### config.mk
export PLATFORM = sky130hd
export DESIGN_NAME = sedist_isqrt
export DESIGN_NICKNAME = d
export VERILOG_FILES = /design/src/rtl/core/sedist_pkg.sv /design/src/rtl/core/sedist_isqrt.sv
export SDC_FILE = /design/constraint.sdc
export NUM_CORES = 1
export LEC_CHECK = 0
export BUFFER_PORTS_ARGS = -buffer_cell sky130_fd_sc_hd__buf_2
export CORE_MARGIN = 5
export CORE_UTILIZATION = 55
export CTS_CLUSTER_DIAMETER = 30
export CTS_CLUSTER_SIZE = 28
export DETAILED_ROUTE_END_ITERATION = 8
export PLACE_DENSITY = 0.77
export REMOVE_ABC_BUFFERS = 1
export SYNTH_ARGS = -nofsm -noshare
export SYNTH_HDL_FRONTEND = slang
export SYNTH_SLANG_ARGS = --single-unit
export TNS_END_PERCENT = 50
### constraint.sdc
create_clock -name clock -period 5.8 [get_ports clock]
set_input_delay 0 -clock clock [delete_from_list [all_inputs] [get_ports clock]]
set_output_delay 0 -clock clock [all_outputs]
set_load 0.05 [all_outputs]
### src/rtl/core/sedist_pkg.sv
// shared constants and types of the spectral euclidean distance core
`default_nettype none

package sedist_pkg;

   // storage sizes
   localparam int MAX_WIDTH = 1024;
   localparam int MAX_BANDS = 256;

   // memory address widths
   localparam int COL_AW  = (MAX_WIDTH > 1) ? $clog2(MAX_WIDTH) : 1;
   localparam int BAND_AW = (MAX_BANDS > 1) ? $clog2(MAX_BANDS) : 1;

   // counter and field widths
   localparam int COL_CNT_W  = 10;
   localparam int BAND_CNT_W = 8;
   localparam int ROW_CNT_W  = 10;
   localparam int SAMPLE_IN_W = 16;
   localparam int REF_BAND_W  = 8;
   localparam int SAMPLE_W    = 15;
   localparam int SQ_W        = 2 * SAMPLE_W;
   localparam int SUM_W       = 39;
   localparam int DIST_W      = 19;
   localparam int ROOT_W      = (SUM_W + 1) / 2;

   // configuration registers
   localparam int WIDTH_REG_W  = 11;
   localparam int BANDS_REG_W  = 9;
   localparam int HEIGHT_REG_W = 11;
   localparam int CSR_INDEX_W  = 2;
   localparam int CSR_DATA_W   = 11;

   localparam logic [WIDTH_REG_W-1:0]  WIDTH_RESET  = WIDTH_REG_W'(100);
   localparam logic [BANDS_REG_W-1:0]  BANDS_RESET  = BANDS_REG_W'(198);
   localparam logic [HEIGHT_REG_W-1:0] HEIGHT_RESET = HEIGHT_REG_W'(100);

   // saturation limits of the registers
   localparam logic [WIDTH_REG_W-1:0]  WLIM_MAX =
      WIDTH_REG_W'((MAX_WIDTH < 1024) ? MAX_WIDTH : 1024);
   localparam logic [BANDS_REG_W-1:0]  BLIM_MAX =
      BANDS_REG_W'((MAX_BANDS < 256) ? MAX_BANDS : 256);
   localparam logic [HEIGHT_REG_W-1:0] HLIM_MAX = HEIGHT_REG_W'(1024);

   typedef enum logic [CSR_INDEX_W-1:0] {
      CSR_IMAGE_WIDTH  = 2'd0,
      CSR_BAND_COUNT   = 2'd1,
      CSR_IMAGE_HEIGHT = 2'd2
   } csr_index_type;

   // handoff to the root unit
   typedef struct packed {
      logic             start;
      logic [SUM_W-1:0] radicand;
   } root_req_type;

endpackage

`default_nettype wire

### src/rtl/core/sedist_isqrt.sv
// bit-serial floor square root, one result bit per cycle
`default_nettype none

module sedist_isqrt (
   input  logic                        clock,
   input  logic                        reset,
   input  sedist_pkg::root_req_type    root_req,
   output logic                        done,
   output logic [sedist_pkg::ROOT_W-1:0] root
);
   import sedist_pkg::*;

   localparam int RAD_W = 2 * ROOT_W;
   localparam int REM_W = ROOT_W + 2;
   localparam int CNT_W = $clog2(ROOT_W);

   logic             busy_ff;
   logic [CNT_W-1:0] cnt_ff;
   logic [RAD_W-1:0] rad_ff;
   logic [REM_W-1:0] rem_ff;
   logic [ROOT_W-1:0] root_ff;

   logic [REM_W+1:0] rem_sh;
   logic [REM_W+1:0] trial;
   logic             take;

   // one restoring step: bring down two bits, try 4*root+1
   always_comb begin
      rem_sh = {rem_ff, rad_ff[RAD_W-1 -: 2]};
      trial  = {{(REM_W - ROOT_W){1'b0}}, root_ff, 2'b01};
      take   = (rem_sh >= trial);
   end

   // control
   always_ff @(posedge clock) begin
      if (reset) begin
         busy_ff <= 1'b0;
         cnt_ff  <= '0;
      end else if (root_req.start) begin
         busy_ff <= 1'b1;
         cnt_ff  <= CNT_W'(ROOT_W - 1);
      end else if (busy_ff) begin
         if (cnt_ff == '0) begin
            busy_ff <= 1'b0;
         end
         cnt_ff <= cnt_ff - CNT_W'(1);
      end
   end

   // datapath
   always_ff @(posedge clock) begin
      if (root_req.start) begin
         rad_ff  <= RAD_W'(root_req.radicand);
         rem_ff  <= '0;
         root_ff <= '0;
      end else if (busy_ff) begin
         rad_ff  <= {rad_ff[RAD_W-3:0], 2'b00};
         rem_ff  <= take ? REM_W'(rem_sh - trial) : REM_W'(rem_sh);
         root_ff <= {root_ff[ROOT_W-2:0], take};
      end
   end

   // root is final after the edge at which done is high
   assign done = busy_ff && (cnt_ff == '0);
   assign root = root_ff;

endmodule

`default_nettype wire

==> reports/results.ini <==
[outcome]
status=complete, no violations

[power]
max-vdd-ir-drop_v=0.000154
clkPwrFrac_pct=22.1
p_int_mw=1.20
p_switching_mw=0.718
share_comb_of_total_power_pct=38.0
p_seq_share_pct=39.9
powerDensity_nw_per_um2=333
switching_share_pct=37.5
power.total_mw=1.91
p_leak_nw=2.37

[sta]
max_freq_ghz=0.293
skew_ns=0.0104
fin_crit_sh_pct=58.8
hold_viol=0
fin_setup_tns_ns=0
setup_viol=0
rsz0062_at_grt=no
min_period_ns=3.41
worst_slew_pin_slew_ns=0.909
final_max_slew_viol_count=0
maxSlewHeadroom_pct=39.4

[floorplanning]
die-height_um=103
die_w_um=103
ios=63
rows=34
die-area_um2=10700
core_area_um2=8590
start_util_pct=55.9

[setup_path]
required_ns=6.04
worstSetupPathType=flip-flop to flip-flop
critPathMaxFanout=20
cp.arrival_ns=3.65
setup.worst_path.start_class=flip-flop
end_kind=flip-flop

[layout]
final_common_cell=buf_2
area.growth.synth_to_final_pct=19.8
stdcell_area_um2=5750
diodes=0
nNetsFinal=641
drive_gt1_share_pct=21.7
final_cell_mix=buf_2 (62), nor2_1 (60), dfxtp_1 (48)
final_cells=688

[placed_design]
numPortBuffers=62
dpl.hpwl_um=6740
dpl_cell_area_um2=5160
finalWeightedCongestion=0.910
placed_cells=632

[global_route]
antenna_found_initial=0
grt_pass1_wl_um=17500
track_usage_pct=20.8
grt.overflow.total=0
grt_start_max_net_pins=56
grt_pass1_vias=3820

[drt]
dr_total_vias=3859
firstDrtPassIters=5
wirelength_um=10500
drtAntennaViolNets=0
via_per_inst=5.61
wl_per_cell_um=15.3
drc_errors=0
drt_iter0_drc=219

[logic_synthesis]
synth-edff-count=39
ys_seq_area_share_pct=44.8
synth.avg_cell_area_um2=9.90
yosysWarnings=0
yosys_most_used_dff=dfxtp_1
synthCells=485
syn_area_um2=4800
synth-seq-cells=88
async_flop_share_pct=0
synthDistinctLibCells=58

[cts]
cts_tree=done
cts_root_buf=clkbuf_8
htree_levels=3
clk_path_buf_depth=2
clk_latency_ns=0.36
clock_sinks=88
numCtsBuffers=9
clkTransAtPathRegs_ns=0.10

[min_path]
hold_path_class=input pin to flip-flop

[job]
drv_cap=0

[per-layer routing]
metal | share of wire [%] | track usage, %
met5 | 0 | 0
met1 | 44 | 26.1
met3 | 5.1 | 4.96
met4 | 1.8 | 8.57
met2 | 49 | 34.3
[state kept, by name, summed over array words and instances, names as in the netlist]
signal	count
rem_ff	22
root	20
busy_ff	1
rad_ff	40
cnt_ff	5
[cell type report]
type | instances | area (µm²)
Clock buffer | 9 | 124
Inverter | 29 | 109
Timing Repair Buffer | 104 | 726
Sequential cell | 88 | 2150
Fill cell | 674 | 2840
Clock inverter | 7 | 68.8
Multi-Input combinational cell | 343 | 2430
Tap cell | 108 | 135
[path summary, 6_finish.rpt]
| kind | depth (start not counted) | slack (ns) | start | end |
|---|---|---|---|---|
| setup reg to reg | 10 | 2.39 | root[15]$_SDFFE_PP0P_ | rem_ff[18]$_SDFFE_PP0P_ |
| setup / recovery | 10 | 2.39 | root[15]$_SDFFE_PP0P_ | rem_ff[18]$_SDFFE_PP0P_ |
| hold reg to reg | 2 | 0.50 | rad_ff[37]$_DFFE_PP_ | rad_ff[39]$_SDFFE_PP0P_ |
| hold / removal | 2 | 0.17 | root_req[39] | root[12]$_SDFFE_PP0P_ |
[cells by family (layout without fill, tap and decap cells)]
family	count (synthesis)	in the layout	synth area share, %
AND/OR/NAND/NOR	154	154	14.9
flip-flops	88	88	44.8
AO/OA/AOI/OAI	87	87	12.8
adder cells (fa/ha/maj)	24	24	6.26
multiplexers	60	60	13.5
XOR/XNOR	18	18	3.28
buffers and inverters	54	149	4.43
[power groups by stage]
stage | Combinational [mW] | Clock, mW | Sequential [mW]
after detailed placement | 0.691 | 0 | 0.777
after global placement | 0.679 | 0 | 0.774
after floorplan | 0.534 | 0 | 0.772
final | 0.727 | 0.422 | 0.764
after global routing | 0.811 | 0.458 | 0.772
after CTS | 0.717 | 0.431 | 0.764
[metrics by stage]
step                utilization (%)  hold WS (ns)  setup slack, ns
floorplan                         -        0.0691             2.49
global placement               60.0         0.246             2.52
detailed placement             60.0         0.253             2.41
CTS                            66.9         0.158             2.40
global route                   66.9         0.179             2.19
finish                         66.9         0.166             2.39
[critical path, stage by stage, from the launching register on]
cell and delay, ns:
dfxtp_1 0.37, inv_1 0.06, ha_1 0.37, a21o_1 0.22
a221o_1 0.36, and2_1 0.19, o21ai_2 0.14, and4_1 0.76
nor3_2 0.13, and4_1 0.22, or4_1 0.46
[cells in the mapped netlist, types with 8 or more instances]
cell      instances  share of area, %
nor3_1           11               1.1
ha_1             24               6.3
nor2_1           60               4.7
clkbuf_1         19               1.5
a21oi_1          20               2.1
mux2i_1          23               4.8
edfxtp_1         39                24
a311oi_1         12               2.2
nand2_1          44               3.4
xnor2_1          10               1.8
a21o_1            8               1.3
dfxtp_1          49                20
mux2_2           37               8.7
inv_1            29               2.3
xor2_1            8               1.5
[repair_timing]
action | in CTS | in global routing
hold buffers | 40 | 0
resized for setup | 0 | 0
hold endpoints to repair | 45 | 0
buffers inserted | 0 | 0
(Power assumes the default switching activity.)
